$ cat src/sv/ckd_pkg.sv
// ----------------------------------------------------------------------------
// ckd_pkg
// Shared types, character codes and key codes for the cursor key decoder.
// ----------------------------------------------------------------------------
package ckd_pkg;

	localparam int FIELD_BITS_DEF = 20;

	// character codes
	localparam logic [7:0] CH_ZERO  = 8'h30;
	localparam logic [7:0] CH_NINE  = 8'h39;
	localparam logic [7:0] CH_SEMI  = 8'h3B;
	localparam logic [7:0] CH_TILDE = 8'h7E;
	localparam logic [7:0] CH_U     = 8'h75;
	localparam logic [7:0] CH_SS3   = 8'h4F;
	localparam logic [7:0] CH_CSI   = 8'h5B;
	localparam logic [7:0] CH_A     = 8'h41;
	localparam logic [7:0] CH_B     = 8'h42;
	localparam logic [7:0] CH_C     = 8'h43;
	localparam logic [7:0] CH_D     = 8'h44;
	localparam logic [7:0] CH_H     = 8'h48;
	localparam logic [7:0] CH_F     = 8'h46;

	// functional key codes of the 'u' form
	localparam int KP_HOME = 57360;
	localparam int KP_END  = 57361;
	localparam int KP_PGUP = 57362;
	localparam int KP_PGDN = 57363;

	typedef enum logic [2:0] {
		KEY_UP    = 3'd0,
		KEY_DOWN  = 3'd1,
		KEY_RIGHT = 3'd2,
		KEY_LEFT  = 3'd3,
		KEY_HOME  = 3'd4,
		KEY_END   = 3'd5,
		KEY_PGUP  = 3'd6,
		KEY_PGDN  = 3'd7
	} key_t;

	// accumulator status seen by the decision logic
	typedef struct packed {
		logic [3:0] byte_count;
		logic [7:0] lead_byte;
		logic [2:0] first_digits;
		logic [2:0] second_digits;
		logic [1:0] semicolon_count;
		logic       bad_body;
	} acc_status_t;

endpackage

$ cat src/sv/ckd_accum.sv
// ----------------------------------------------------------------------------
// ckd_accum
// Per-sequence accumulators: lead byte, two decimal fields, digit and
// semicolon counts; cleared after the last byte of each sequence.
// ----------------------------------------------------------------------------
module ckd_accum import ckd_pkg::*; #(
	parameter int FIELD_BITS = FIELD_BITS_DEF
) (
	input  logic                  clk,
	input  logic                  arst_n,
	input  logic                  step,
	input  logic [7:0]            seq_byte,
	input  logic                  is_last,
	output acc_status_t           status,
	output logic [FIELD_BITS-1:0] first_field,
	output logic [FIELD_BITS-1:0] second_field
);

	acc_status_t           st_q;
	logic [FIELD_BITS-1:0] first_q;
	logic [FIELD_BITS-1:0] second_q;

	logic                  is_digit;
	logic [3:0]            digit;
	logic [FIELD_BITS-1:0] sel_field;
	logic [FIELD_BITS+3:0] next_val;
	logic                  overflow;

	assign is_digit  = (seq_byte >= CH_ZERO) && (seq_byte <= CH_NINE);
	assign digit     = 4'(seq_byte - CH_ZERO);
	assign sel_field = (st_q.semicolon_count == 2'd0) ? first_q : second_q;

	// field * 10 + digit
	assign next_val = {1'b0, sel_field, 3'b000} + {3'b000, sel_field, 1'b0}
		+ {{FIELD_BITS{1'b0}}, digit};
	assign overflow = |next_val[FIELD_BITS+3:FIELD_BITS];

	always_ff @(posedge clk or negedge arst_n) begin
		if (!arst_n) begin
			st_q     <= '0;
			first_q  <= '0;
			second_q <= '0;
		end else if (step) begin
			if (is_last) begin
				st_q     <= '0;
				first_q  <= '0;
				second_q <= '0;
			end else begin
				if (st_q.byte_count == 4'd0) begin
					st_q.lead_byte <= seq_byte;
				end else if (is_digit) begin
					if (st_q.semicolon_count == 2'd0) begin
						if (overflow) st_q.bad_body <= 1'b1;
						else first_q <= next_val[FIELD_BITS-1:0];
						if (st_q.first_digits != 3'd7)
							st_q.first_digits <= st_q.first_digits + 3'd1;
					end else if (st_q.semicolon_count == 2'd1) begin
						if (overflow) st_q.bad_body <= 1'b1;
						else second_q <= next_val[FIELD_BITS-1:0];
						if (st_q.second_digits != 3'd7)
							st_q.second_digits <= st_q.second_digits + 3'd1;
					end
				end else if (seq_byte == CH_SEMI) begin
					if (st_q.semicolon_count != 2'd3)
						st_q.semicolon_count <= st_q.semicolon_count + 2'd1;
				end else begin
					st_q.bad_body <= 1'b1;
				end
				if (st_q.byte_count != 4'd15)
					st_q.byte_count <= st_q.byte_count + 4'd1;
			end
		end
	end

	assign status       = st_q;
	assign first_field  = first_q;
	assign second_field = second_q;

`ifndef ASSERT_OFF
	a_clear_after_last: assert property (@(posedge clk) disable iff (!arst_n)
		step && is_last |=> st_q.byte_count == 4'd0 && st_q.semicolon_count == 2'd0
			&& !st_q.bad_body)
		else $error("accumulators not cleared after last byte");
	a_digits_need_lead: assert property (@(posedge clk) disable iff (!arst_n)
		st_q.byte_count == 4'd0 |-> st_q.first_digits == 3'd0
			&& st_q.semicolon_count == 2'd0)
		else $error("body state without a lead byte");
	a_second_needs_semi: assert property (@(posedge clk) disable iff (!arst_n)
		st_q.semicolon_count == 2'd0 |-> st_q.second_digits == 3'd0)
		else $error("second field digits before any semicolon");
`endif

endmodule

$ cat src/sv/cursor_key_sequence_decoder.sv
// ----------------------------------------------------------------------------
// cursor_key_sequence_decoder
// Decodes terminal cursor key sequences (bytes after ESC) into a key code
// and shift, alt and ctrl flags.
// ----------------------------------------------------------------------------
// One byte is accepted per cycle with no gaps. Each byte goes into an input
// register and from there updates the sequence accumulators, and the byte
// marked last loads the result register, so a result passes through the input
// register and then the result register. A waiting result only holds back a
// following last byte, and the input behind it while that byte waits in the
// input register; other bytes keep flowing. Every sequence gives exactly one
// result: recognized with the key and modifiers, or not recognized with all
// fields 0. Decimal fields wider than FIELD_BITS reject the sequence.
module cursor_key_sequence_decoder import ckd_pkg::*; #(
	parameter int FIELD_BITS = FIELD_BITS_DEF
) (
	input  logic       clk,
	input  logic       arst_n,
	input  logic       in_valid,
	output logic       in_ready,
	input  logic [7:0] seq_byte,
	input  logic       is_last,
	output logic       out_valid,
	input  logic       out_ready,
	output logic       recognized,
	output logic [2:0] key_code,
	output logic       shift_held,
	output logic       alt_held,
	output logic       ctrl_held
);

	logic       valid_s1;
	logic [7:0] byte_s1;
	logic       last_s1;
	logic       advance;

	acc_status_t           st;
	logic [FIELD_BITS-1:0] first_field;
	logic [FIELD_BITS-1:0] second_field;

	logic       rec_c;
	logic [2:0] key_c;
	logic [2:0] mods_c;
	logic       one_mod;
	logic       letter_ok;
	logic [2:0] letter_k;
	logic       tilde_ok;
	logic [2:0] tilde_k;
	logic       code_ok;
	logic [2:0] code_k;

	logic       out_valid_q;
	logic       rec_q;
	logic [2:0] key_q;
	logic [2:0] mods_q;

	// a last byte needs room in the result register
	assign advance  = valid_s1 && (!last_s1 || !out_valid_q || out_ready);
	assign in_ready = !valid_s1 || advance;

	always_ff @(posedge clk or negedge arst_n) begin
		if (!arst_n) begin
			valid_s1 <= 1'b0;
		end else if (in_ready) begin
			valid_s1 <= in_valid;
		end
	end

	always_ff @(posedge clk) begin
		if (in_ready && in_valid) begin
			byte_s1 <= seq_byte;
			last_s1 <= is_last;
		end
	end

	ckd_accum #(.FIELD_BITS(FIELD_BITS)) u_accum (
		.clk          (clk),
		.arst_n       (arst_n),
		.step         (advance),
		.seq_byte     (byte_s1),
		.is_last      (last_s1),
		.status       (st),
		.first_field  (first_field),
		.second_field (second_field)
	);

	always_comb begin
		letter_ok = 1'b1;
		letter_k  = KEY_UP;
		unique case (byte_s1)
			CH_A:    letter_k = KEY_UP;
			CH_B:    letter_k = KEY_DOWN;
			CH_C:    letter_k = KEY_RIGHT;
			CH_D:    letter_k = KEY_LEFT;
			CH_H:    letter_k = KEY_HOME;
			CH_F:    letter_k = KEY_END;
			default: letter_ok = 1'b0;
		endcase
	end

	always_comb begin
		tilde_ok = 1'b1;
		tilde_k  = KEY_HOME;
		if (first_field == FIELD_BITS'(1)) tilde_k = KEY_HOME;
		else if (first_field == FIELD_BITS'(4)) tilde_k = KEY_END;
		else if (first_field == FIELD_BITS'(5)) tilde_k = KEY_PGUP;
		else if (first_field == FIELD_BITS'(6)) tilde_k = KEY_PGDN;
		else tilde_ok = 1'b0;
	end

	always_comb begin
		code_ok = 1'b1;
		code_k  = tilde_k;
		if (!tilde_ok) begin
			if (first_field == FIELD_BITS'(KP_HOME)) code_k = KEY_HOME;
			else if (first_field == FIELD_BITS'(KP_END)) code_k = KEY_END;
			else if (first_field == FIELD_BITS'(KP_PGUP)) code_k = KEY_PGUP;
			else if (first_field == FIELD_BITS'(KP_PGDN)) code_k = KEY_PGDN;
			else code_ok = 1'b0;
		end
	end

	assign one_mod = (st.semicolon_count == 2'd1) && (st.second_digits == 3'd1)
		&& (second_field >= FIELD_BITS'(2)) && (second_field <= FIELD_BITS'(8));

	always_comb begin
		rec_c  = 1'b0;
		key_c  = KEY_UP;
		mods_c = 3'd0;
		if (st.byte_count == 4'd0) begin
			rec_c = 1'b0;
		end else if (st.lead_byte == CH_SS3) begin
			rec_c = (st.byte_count == 4'd1) && letter_ok;
			key_c = letter_k;
		end else if (st.lead_byte != CH_CSI || st.bad_body) begin
			rec_c = 1'b0;
		end else if (byte_s1 == CH_U) begin
			key_c = code_k;
			if (st.first_digits != 3'd0 && code_ok) begin
				if (st.semicolon_count == 2'd0) begin
					rec_c = 1'b1;
				end else if (st.semicolon_count == 2'd1 && st.second_digits != 3'd0
					&& second_field != '0) begin
					rec_c  = 1'b1;
					mods_c = second_field[2:0] - 3'd1;
				end
			end
		end else if (byte_s1 == CH_TILDE) begin
			key_c = tilde_k;
			if (st.first_digits == 3'd1 && tilde_ok) begin
				if (st.semicolon_count == 2'd0) begin
					rec_c = 1'b1;
				end else if (one_mod) begin
					rec_c  = 1'b1;
					mods_c = second_field[2:0] - 3'd1;
				end
			end
		end else if (letter_ok) begin
			key_c = letter_k;
			if (st.semicolon_count == 2'd0 && st.first_digits == 3'd0) begin
				rec_c = 1'b1;
			end else if (st.first_digits == 3'd1 && first_field == FIELD_BITS'(1)
				&& one_mod) begin
				rec_c  = 1'b1;
				mods_c = second_field[2:0] - 3'd1;
			end
		end
		// rejected sequences report all zero
		if (!rec_c) begin
			key_c  = KEY_UP;
			mods_c = 3'd0;
		end
	end

	always_ff @(posedge clk or negedge arst_n) begin
		if (!arst_n) begin
			out_valid_q <= 1'b0;
		end else if (advance && last_s1) begin
			out_valid_q <= 1'b1;
		end else if (out_ready) begin
			out_valid_q <= 1'b0;
		end
	end

	always_ff @(posedge clk) begin
		if (advance && last_s1) begin
			rec_q  <= rec_c;
			key_q  <= key_c;
			mods_q <= mods_c;
		end
	end

	assign out_valid  = out_valid_q;
	assign recognized = rec_q;
	assign key_code   = key_q;
	assign shift_held = mods_q[0];
	assign alt_held   = mods_q[1];
	assign ctrl_held  = mods_q[2];

`ifndef ASSERT_OFF
	a_last_gives_result: assert property (@(posedge clk) disable iff (!arst_n)
		advance && last_s1 |=> out_valid_q)
		else $error("last byte did not load a result");
	a_no_overwrite: assert property (@(posedge clk) disable iff (!arst_n)
		advance && last_s1 && out_valid_q |-> out_ready)
		else $error("pending result overwritten");
	a_reject_zero: assert property (@(posedge clk) disable iff (!arst_n)
		out_valid_q && !rec_q |-> key_q == 3'd0 && mods_q == 3'd0)
		else $error("rejected item carries key or modifier bits");
	a_stall_holds: assert property (@(posedge clk) disable iff (!arst_n)
		!in_ready |-> valid_s1 && last_s1)
		else $error("input stage stalled without a pending last byte");
`endif

endmodule

$ cat config.mk
export PLATFORM = sky130hd
export DESIGN_NAME = cursor_key_sequence_decoder
export DESIGN_NICKNAME = d
export VERILOG_FILES = /design/src/sv/ckd_pkg.sv /design/src/sv/ckd_accum.sv /design/src/sv/cursor_key_sequence_decoder.sv
export SDC_FILE = /design/constraint.sdc
export NUM_CORES = 1
export LEC_CHECK = 0
export BUFFER_PORTS_ARGS = -buffer_cell sky130_fd_sc_hd__buf_2
export CORE_MARGIN = 3
export CORE_UTILIZATION = 60
export CTS_CLUSTER_SIZE = 16
export DETAILED_ROUTE_END_ITERATION = 6
export PLACE_DENSITY = 0.85
export SYNTH_ARGS = -nofsm -noshare
export SYNTH_HDL_FRONTEND = slang
export SYNTH_SLANG_ARGS = --single-unit
$ cat constraint.sdc
create_clock -name clk -period 5.14 [get_ports clk]
set_input_delay 1.028 -clock clk [delete_from_list [all_inputs] [get_ports clk]]
set_output_delay 1.028 -clock clk [all_outputs]
set_load 0.02 [all_outputs]
======== Word-level counts from Yosys, hierarchy flattened ========
Index checks and enable logic that the tools add are counted.
cells by class
  add/sub/neg operators ................... 8
  magnitude comparators ................... 4
  eq/ne operators ......................... 33
  muxes and demuxes ....................... 81
  bitwise gates (word level) .............. 1
  reduce and logical (&&, ||, !) cells .... 50
operators by type and width
  kind                                                                                  number
  20-bit two-way mux                                                                    11
  20-bit by 16-bit == test with 1-bit output, second input constant                     4
  3-bit two-way mux                                                                     26
  8-bit by 7-bit == test with 1-bit output, second input constant                       9
  20-bit by 3-bit == test with 1-bit output, second input constant                      3
  1-bit two-way mux                                                                     31
  23-bit by 21-bit adder with 24-bit output                                             1
  24-bit by 4-bit adder with 24-bit output                                              1
  21-bit two-way mux                                                                    1
  20-bit by 1-bit == test with 1-bit output, second input constant                      1
  20-bit by 2-bit greater-or-equal comparator with 1-bit output, second input constant  1
  20-bit by 4-bit <= comparator with 1-bit output, second input constant                1
  2-bit nonzero test                                                                    10
  20-bit nonzero test                                                                   1
  1-bit logical AND                                                                     15
  3-bit case mux with 5 select lines                                                    1
  5-bit AND reduction                                                                   3
  2-bit two-way mux                                                                     7
  6-bit AND reduction                                                                   2
  2-bit != test, second input constant                                                  5
  9-bit two-way mux                                                                     1
  8-bit by 6-bit == test with 1-bit output, second input constant                       1
  8-bit by 6-bit greater-or-equal comparator with 1-bit output, second input constant   1
  8-bit by 6-bit <= comparator with 1-bit output, second input constant                 1
  other kinds (27)                                                                      39
word-level totals
  flip-flop bits (word level) ............. 79
  bits of input ports ..................... 13
  output and inout bits ................... 9
  word-level logic and storage cells ...... 192

======== Logic depth before layout (Yosys ltp) ========
Gate-level depths: netlist (run 1).
  word-level depth ........................ 15
  depth in mapped cells ................... 19
  depth with buffers taken out ............ 15

======== Hierarchy ========
A second synthesis (run 1) with hierarchy kept.
second synthesis, totals
  cell total of the unflattened synthesis .. 697
  area total of the unflattened synthesis .. 6150.9 µm²
by module, submodules not included
  module                       times used  cells an instance  area each (µm²)  sequential area each (µm²)
  ckd_accum                    1           560                4874.7           1526.5
  cursor_key_sequence_decoder  1           137                1276.2           530.5

======== Worst setup path before layout (run 1) ========
OpenSTA, ideal clock, no wires.
  kind .................................... reg-to-reg
  start point ............................. register u_accum.st_q (netlist bit u_accum.status[1])
  end point ............................... register u_accum.second_q[10] (netlist: u_accum.second_field[10])
  library setup time ...................... 0.078 ns
  data arrival time ....................... 4.325 ns
  data required time ...................... 5.062 ns
  path slack .............................. 0.737 ns
  stages on the path, launching flop included .. 17
  buffers on the path ..................... 3
  period minus slack after synthesis ...... 4.403 ns
  cells stage by stage .................... dfrtp_1 > inv_1 > ha_1 > buf_1 > clkbuf_1 > mux2_2 > ha_1 > ha_1 > nand4_1 > or3_1 > or4b_4 > a31o_1 > and2_4 > and4_4 > buf_6 > o21ai_4 > o2bb2ai_1
on the way
  word-level cells in the longest chain between the ends .. 10
  elaborated cells between the ends (all ways) .. 16
ends and longest elaborated chain
  item                                       RTL line                          RTL
  start: declaration                         ckd_accum.sv:19                   acc_status_t st_q;
  2-bit zero test                            ckd_accum.sv:31, ckd_accum.sv:52
  20-bit two-way mux                         ckd_accum.sv:31                   assign sel_field = (st_q.semicolon_count == 2'd0) ? first_q : second_q;
  23-bit by 21-bit adder with 24-bit output  ckd_accum.sv:34                   assign next_val = {1'b0, sel_field, 3'b000} + {3'b000, sel_field, 1'b0}
  24-bit by 4-bit adder with 24-bit output   ckd_accum.sv:35                   + {{FIELD_BITS{1'b0}}, digit};
  20-bit two-way mux                         ckd_accum.sv:58                   if (overflow) st_q.bad_body <= 1'b1;
  20-bit two-way mux                         ckd_accum.sv:57                   end else if (st_q.semicolon_count == 2'd1) begin
  20-bit two-way mux                         ckd_accum.sv:52                   if (st_q.semicolon_count == 2'd0) begin
  20-bit two-way mux                         ckd_accum.sv:51                   end else if (is_digit) begin
  20-bit two-way mux                         ckd_accum.sv:49                   if (st_q.byte_count == 4'd0) begin
  20-bit two-way mux                         ckd_accum.sv:44                   if (is_last) begin
  end signal: assignment                     ckd_accum.sv:59                   else second_q <= next_val[FIELD_BITS-1:0];
  end: declaration                           ckd_accum.sv:21                   logic [FIELD_BITS-1:0] second_q;
Parallel ways exist; a longest one is shown, timed or not. The select of a mux whose other input is x is not followed.
A chain may end at the register's enable or synchronous reset.

======== Worst setup path after layout (run 1) ========
  start point ............................. register u_accum.st_q (netlist bit u_accum.status[1])
  end point ............................... register u_accum.first_q[0] (netlist: u_accum.first_field[0])
on the way
  word-level cells in the longest chain between the ends .. 7
  elaborated cells between the ends (all ways) .. 8
ends and longest elaborated chain
  item                                       RTL line                          RTL
  2-bit zero test *                          ckd_accum.sv:31, ckd_accum.sv:52
  20-bit two-way mux                         ckd_accum.sv:31
  23-bit by 21-bit adder with 24-bit output  ckd_accum.sv:34
  24-bit by 4-bit adder with 24-bit output   ckd_accum.sv:35
  4-bit OR reduction                         ckd_accum.sv:36                   assign overflow = |next_val[FIELD_BITS+3:FIELD_BITS];
  2-bit != test (no source line)             n/a
  5-bit AND reduction (no source line) *     n/a
  end signal: assignment                     ckd_accum.sv:54                   else first_q <= next_val[FIELD_BITS-1:0];
  end: declaration                           ckd_accum.sv:20                   logic [FIELD_BITS-1:0] first_q;
Every way passes the cells marked *; elsewhere a longest branch is shown, timed or not.

==> flow_summary.json, run 1 <==
{
  "max_slew_margin_pct": 29.03,
  "dr.first_iter.drc_count": 633,
  "syn_area_sq_um": 5692,
  "endpoint_kind": "register",
  "finalSetupTns_ns": 0,
  "timing.rr.start": "u_accum.status[1]",
  "cts.hold.buffers_added": 0,
  "num_antenna_cells": 0,
  "p_leak_nw": 2.631,
  "cp.arrival_ns": 5.06,
  "period_minus_slack_ns": 4.814,
  "setup_violations": 0,
  "slew_violations": 0,
  "dp_worst_setup_slack_ns": 0.3269,
  "nFillCells": 701,
  "clock_sinks": 79,
  "synthCells": 610,
  "firstDrtPassIters": 6,
  "required_ns": 5.38,
  "min_to": "u_accum.status[15]",
  "layout_common_cells": "nand2_1, dfrtp_1, ha_1",
  "vias": 5062,
  "drc": 0,
  "grt_usage_pct": 28.40,
  "numCtsBuffers": 9,
  "cts-root-buf": "clkbuf_8",
  "top_layer": "met4",
  "core_sq_um": 8976,
  "rsz0062_at_grt": "no",
  "cts_resized": 0,
  "met3WireLength_microns": 1467,
  "ys_ff_latch": 79,
  "grt_max_degree": 64,
  "final_hold_viol_count": 0,
  "fin_crit_sh_pct": 93.66,
  "die-area_sq_um": 10690,
  "clk_transition_reported_paths_ns": 0.09,
  "finish.net_count": 691,
  "routed_via_density": 6.740,
  "gp_congestion": 0.9275,
  "wl_met2_microns": 6318,
  "drive_gt1_share_pct": 11.84,
  "async_flop_share_pct": 79.75,
  "synth_edf_count": 16,
  "antenna_found_initial": 0,
  "ff2ff_setup_slack_ns": 0.33,
  "path_class": "register to register",
  "insertion_delay_ns": 0.36,
  "cp-start-kind": "register",
  "clockBufferDepth": 2,
  "hold_start": "u_accum.status[15]",
  "port_buffers": 21,
  "post_cts_buffers": 0,
  "post_drt_wl_per_cell_microns": 19.53,
  "dieWidth_microns": 103.4,
  "power_density_nw_per_um2": 745.7,
  "r2r_end": "u_accum.first_field[0]",
  "synth_cell_type_count": 73,
  "avgSynthCellArea_sq_um": 9.331,
  "wl_microns": 14670,
  "ant_nets": 0,
  "dp_hpwl_microns": 10910,
  "grt_pass1_vias": 4662,
  "area_delta_synth_final_pct": 7.188,
  "fp.dieH_microns": 103.4,
  "pin_count": 22,
  "peakVddDrop_mv": 0.6868,
  "synth_nets": 681,
  "rows": 34,
  "wl_met1_microns": 6666,
  "final_common_cell": "nand2_1",
  "critPathMaxFanout": 20,
  "skew_ns": 0.009652,
  "timing.fmax_mhz": 207.7,
  "synth_flop_cell": "dfrtp_1",
  "cts_tree": "done",
  "overflow": 0,
  "htreeDepth": 3,
  "min_path_cells": 1,
  "maxCapViolations": 0,
  "seq_area_frac_synth_pct": 36.14,
  "initial_core_util_pct": 63.41,
  "worstRegToRegCells": 13,
  "holdCritPathClass": "register to register",
  "outcome": "complete, no violations",
  "tightest_slew_ns": 1.061,
  "grt_pass1_wl_microns": 23750,
  "timing.final.ws_setup_ns": 0.3258,
  "ys_warn_count": 0
}
==> critical path: stages, from the launching register on <==
cell       delay [ns]
dfrtp_1          0.41
inv_1            0.13
ha_2             0.35
mux2_2           0.41
fa_1             0.52
fa_1             0.48
a21o_1           0.21
a221o_1          0.32
a21oi_1          0.46
or4_1            0.22
o211a_1          0.21
nand4bb_1        0.28
buf_4            0.32
a311o_1          0.37
==> synth_stat cells, drive strengths merged, types with 16 or more instances <==
library cell	count	area share [%]
mux2	18	3.6
clkbuf	18	1.2
o21ai	40	3.7
o2bb2ai	20	3.1
a21oi	28	2.5
inv	22	1.5
nand2	64	4.2
ha	56	12
nor2	30	2.0
nand4	16	1.9
dfrtp	63	28
nand3	31	2.7
edfxtp	16	8.4
==> power by group <==
group          switching [W]  internal [W]
Combinational        0.00181       0.00121
Clock               0.000257      0.000231
Sequential          0.000218      0.000826
==> per-layer routing <==
metal  vias up  track usage [%]
li1       2309                -
met1      2420            44.37
met2       315            40.88
met3        18            5.366
met4         0            5.976
met5         -                0
==> registers in the layout, indices dropped and copies added (netlist names), 3 cells and up <==
name and count:
u_accum.first_field 20, key_code 3, u_accum.second_field 20, mods_q 3, byte_s1 8, u_accum.status 21
==> worst max path at each step <==
stage | from | endpoint | cells after the start
6_report | u_accum.status[1] | u_accum.first_field[0] | 13
5_1_grt | u_accum.status[1] | u_accum.first_field[3] | 14
4_1_cts | u_accum.status[1] | u_accum.first_field[0] | 14
3_5_place_dp | u_accum.status[1] | u_accum.first_field[0] | 14
3_3_place_gp | u_accum.status[1] | u_accum.first_field[3] | 15
2_1_floorplan | u_accum.status[1] | u_accum.second_field[10] | 16
==> stage by stage <==
step	std cells	area, sq um	total power [W]	hold slack, ns	utilization (%)
floorplan	610	5692	0.003224	0.4643	-
global placement	735	5888	0.003851	0.4839	65.60
detailed placement	735	5888	0.003951	0.4846	65.60
CTS	751	6091	0.004447	0.5102	67.86
global route	751	6101	0.004873	0.5247	67.97
finish	751	6101	0.004549	0.5122	67.97
==> kinds of logic after synthesis <==
kind of cell               Yosys count  share of synthesized area (%)
AOI/OAI and AO/OA                  166                          20.22
xor gates and xnor gates            19                          2.924
muxes                               24                          4.616
DFF                                 79                          36.14
buffers and inverters               52                          3.825
adders and majority gates           58                          13.01
and+or+nand+nor                    212                          19.26
==> layout make-up <==
| type | count | area, sq um | area share [%] |
|---|---|---|---|
| inverters | 23 | 86.33 | 1.415 |
| well taps | 126 | 157.7 | 2.584 |
| repair buffers | 28 | 170.2 | 2.789 |
| clock buffers | 9 | 123.9 | 2.030 |
| clock inverters | 7 | 78.83 | 1.292 |
| multi-input cells | 479 | 3427 | 56.17 |
| flip-flops and latches | 79 | 2057 | 33.72 |
(Power assumes the default switching activity.)
==> inputs of run 2 (changes only) <==
--- a/config.mk
+++ b/config.mk
@@ -6,11 +6,13 @@
 export NUM_CORES = 1
 export LEC_CHECK = 0
 export BUFFER_PORTS_ARGS = -buffer_cell sky130_fd_sc_hd__buf_2
+export CORE_ASPECT_RATIO = 2
 export CORE_MARGIN = 3
 export CORE_UTILIZATION = 60
 export CTS_CLUSTER_SIZE = 16
 export DETAILED_ROUTE_END_ITERATION = 6
-export PLACE_DENSITY = 0.85
+export PLACE_DENSITY_LB_ADDON = 0.08
 export SYNTH_ARGS = -nofsm -noshare
 export SYNTH_HDL_FRONTEND = slang
+export SYNTH_HIERARCHICAL = 1
 export SYNTH_SLANG_ARGS = --single-unit
==> run 2 against run 1 <==
Compared with the run above:
- global-route usage is 2.0 points higher
- register-to-register slack got worse by 0.04 ns
- cell area up 9.9%
- fmax shrank 0.73%
- via count rose by 13%
- cell count is 13% higher
==> flow_summary.json, run 2 <==
{
  "clock_sinks": 79,
  "timing.rr.start": "u_accum/status[1]",
  "synth_area_leaders": "dfrtp_1, ha_1, edfxtp_1, nand2_1, nand3_1",
  "clk_transition_reported_paths_ns": 0.06,
  "period_minus_slack_ns": 4.849,
  "cp.arrival_ns": 5.13,
  "die-area_sq_um": 11580,
  "seq_area_frac_synth_pct": 33.44,
  "num_antenna_cells": 0,
  "slowest_stage": "fa_1",
  "routed_via_density": 6.755,
  "ys_ff_latch": 79,
  "synthCells": 697,
  "final_hold_viol_count": 0,
  "syn_area_sq_um": 6151,
  "skew_ns": 0.005692,
  "fin_crit_sh_pct": 94.35,
  "yosysMostFrequentCell": "nand2_1",
  "ff2ff_setup_slack_ns": 0.29,
  "fp.dieH_microns": 149.2,
  "final_core_util_pct": 67.78,
  "path_buf_inv": 2,
  "outcome": "complete, no violations",
  "synth_nets": 763,
  "synth_common_cells": "nand2_1, dfrtp_1, ha_1",
  "clockBufferDepth": 2,
  "insertion_delay_ns": 0.35,
  "wl_microns": 17070,
  "numCtsBuffers": 9,
  "max_slew_margin_pct": 30.62,
  "nFillCells": 804,
  "cts_tree": "done",
  "finish.net_count": 775,
  "antenna_found_initial": 0,
  "crit_chain": "inv_1 > ha_2 > mux2_2 > fa_1 > fa_1 > a21o_1 > a221o_2 > a41o_1 > nand3b_1 > mux2_1 > a211oi_2 > nand2_4 > buf_6 > nor4_2 > a221o_1",
  "gp_congestion": 0.9862,
  "htreeDepth": 3,
  "grt_usage_pct": 30.36,
  "vias": 5715,
  "drive_gt1_share_pct": 12.46,
  "critPathMaxFanout": 29,
  "grt_pass1_wl_microns": 28000,
  "r2r_end": "u_accum/first_field[9]",
  "synth_flop_cell": "dfrtp_1",
  "cts_resized": 0,
  "largest_reg_flops": 21,
  "min_path_cells": 1,
  "layout_common_cells": "nand2_1, dfrtp_1, ha_1",
  "cts-root-buf": "clkbuf_16",
  "synth_edf_count": 16,
  "worst_path_most_repeated_cell": "fa_1",
  "firstDrtPassIters": 5,
  "ant_nets": 0,
  "synth_top_area_share_pct": 25.63,
  "post_drt_wl_per_cell_microns": 20.17,
  "core_sq_um": 9891,
  "crit_family": "compound AO/OA/AOI/OAI gates",
  "tightest_slew_ns": 1.038,
  "setup_violations": 0,
  "drc": 0,
  "holdCritPathClass": "register to register",
  "async_flop_share_pct": 79.75,
  "cts.hold.buffers_added": 0,
  "slowest_delay_ns": 0.51,
  "final_common_cell": "nand2_1",
  "rsz0062_at_grt": "no",
  "required_ns": 5.42,
  "cp-start-kind": "register",
  "path_class": "register to register",
  "finalSetupTns_ns": 0,
  "synth_cell_type_count": 73,
  "grt_max_degree": 63,
  "post_cts_buffers": 0,
  "worstRegToRegCells": 15,
  "dr.first_iter.drc_count": 384,
  "dp_hpwl_microns": 12430,
  "area_delta_synth_final_pct": 8.991,
  "endpoint_kind": "register",
  "overflow": 0,
  "ys_warn_count": 6,
  "avgSynthCellArea_sq_um": 8.825,
  "timing.fmax_mhz": 206.2,
  "yosys.area.top_type": "dfrtp_1",
  "hold_start": "u_accum/status[12]",
  "dieWidth_microns": 77.60,
  "maxCapViolations": 0,
  "slew_violations": 0,
  "pin_count": 22,
  "initial_core_util_pct": 62.19,
  "rows": 51,
  "grt_pass1_vias": 5736,
  "port_buffers": 21,
  "min_to": "u_accum/status[12]"
}
[run 2: cell types whose count changed in the layout (fill, tap and decap cells not counted), sizes merged, moves of 10 or more]
cell / before / now
nor2b: 4 / 32
o2bb2ai: 20 / 8
o21ai: 40 / 27
inv: 26 / 16
or4: 3 / 13
nand2: 64 / 81
nor2: 30 / 44
nand4: 16 / 3
a22oi: 6 / 31
nor3: 9 / 21
nand3: 31 / 48
[run 2: worst max-delay path by stage]
stage	from	end	slack [ns]	cells past startpoint
after floorplan	u_accum/status[1]	u_accum/second_field[6]	0.34	17
after global placement	u_accum/status[1]	u_accum/second_field[18]	0.24	15
after detailed placement	u_accum/status[1]	u_accum/first_field[18]	0.14	15
after CTS	u_accum/status[1]	u_accum/first_field[9]	0.06	15
after global routing	u_accum/status[1]	u_accum/first_field[9]	0.05	15
final	u_accum/status[1]	u_accum/first_field[9]	0.29	15
[run 2: cell type report]
type	instances	area [sq um]	share of cell area, %
clock buffers	9	225.2	3.359
inverters	12	45.04	0.6719
well taps	132	165.2	2.464
repair buffers	37	229.0	3.415
multi-input cells	570	3921	58.49
clock inverters	7	61.31	0.9145
flip-flops and latches	79	2057	30.68
[run 2: cells by family (layout without fill, tap and decap cells)]
| family | after synthesis | count (layout) | share of synthesized area, % |
|---|---|---|---|
| AND/OR/NAND/NOR | 304 | 304 | 25.65 |
| flip-flops | 79 | 79 | 33.44 |
| AO/OA/AOI/OAI | 174 | 174 | 20.28 |
| buffers and inverters | 48 | 65 | 3.153 |
| multiplexers | 24 | 24 | 4.313 |
| adder cells (fa/ha/maj) | 53 | 53 | 11.03 |
| XOR/XNOR | 15 | 15 | 2.136 |
[run 2: per-layer routing]
metal / vias to the layer above / part of all wire [%] / wire length [microns] / track usage, %
met1: 2744 / 37 / 6400 / 32.40
li1: 2658 / - / - / -
met2: 230 / 52 / 8938 / 55.20
met4: 0 / 6.2 / 1054 / 19.43
met3: 83 / 3.9 / 672 / 3.688
met5: - / 0 / 0 / 0
[run 2: worst reg2reg max path, cell delays in order, from the launching register on]
cell and delay [ns]:
dfrtp_1 0.46, inv_1 0.11, ha_2 0.25, mux2_2 0.39
fa_1 0.51, fa_1 0.47, a21o_1 0.21, a221o_2 0.40
a41o_1 0.28, nand3b_1 0.09, mux2_1 0.34, a211oi_2 0.29
nand2_4 0.23, buf_6 0.27, nor4_2 0.34, a221o_1 0.16
[run 2: stage by stage]
| stage | cells | cell area [sq um] | setup WS (ns) | hold slack, ns |
|---|---|---|---|---|
| 6_report | 846 | 6704 | 0.2905 | 0.5078 |
| 5_1_grt | 846 | 6704 | 0.04952 | 0.5480 |
| 4_1_cts | 846 | 6686 | 0.06473 | 0.5080 |
| 3_5_place_dp | 830 | 6400 | 0.1402 | 0.4939 |
| 3_3_place_gp | 830 | 6400 | 0.2440 | 0.4852 |
| 2_1_floorplan | 697 | 6151 | 0.3407 | 0.4682 |
Power of run 2 is not shown: default switching activity piles up to over one toggle a cycle in this logic, so the estimate is an artifact.
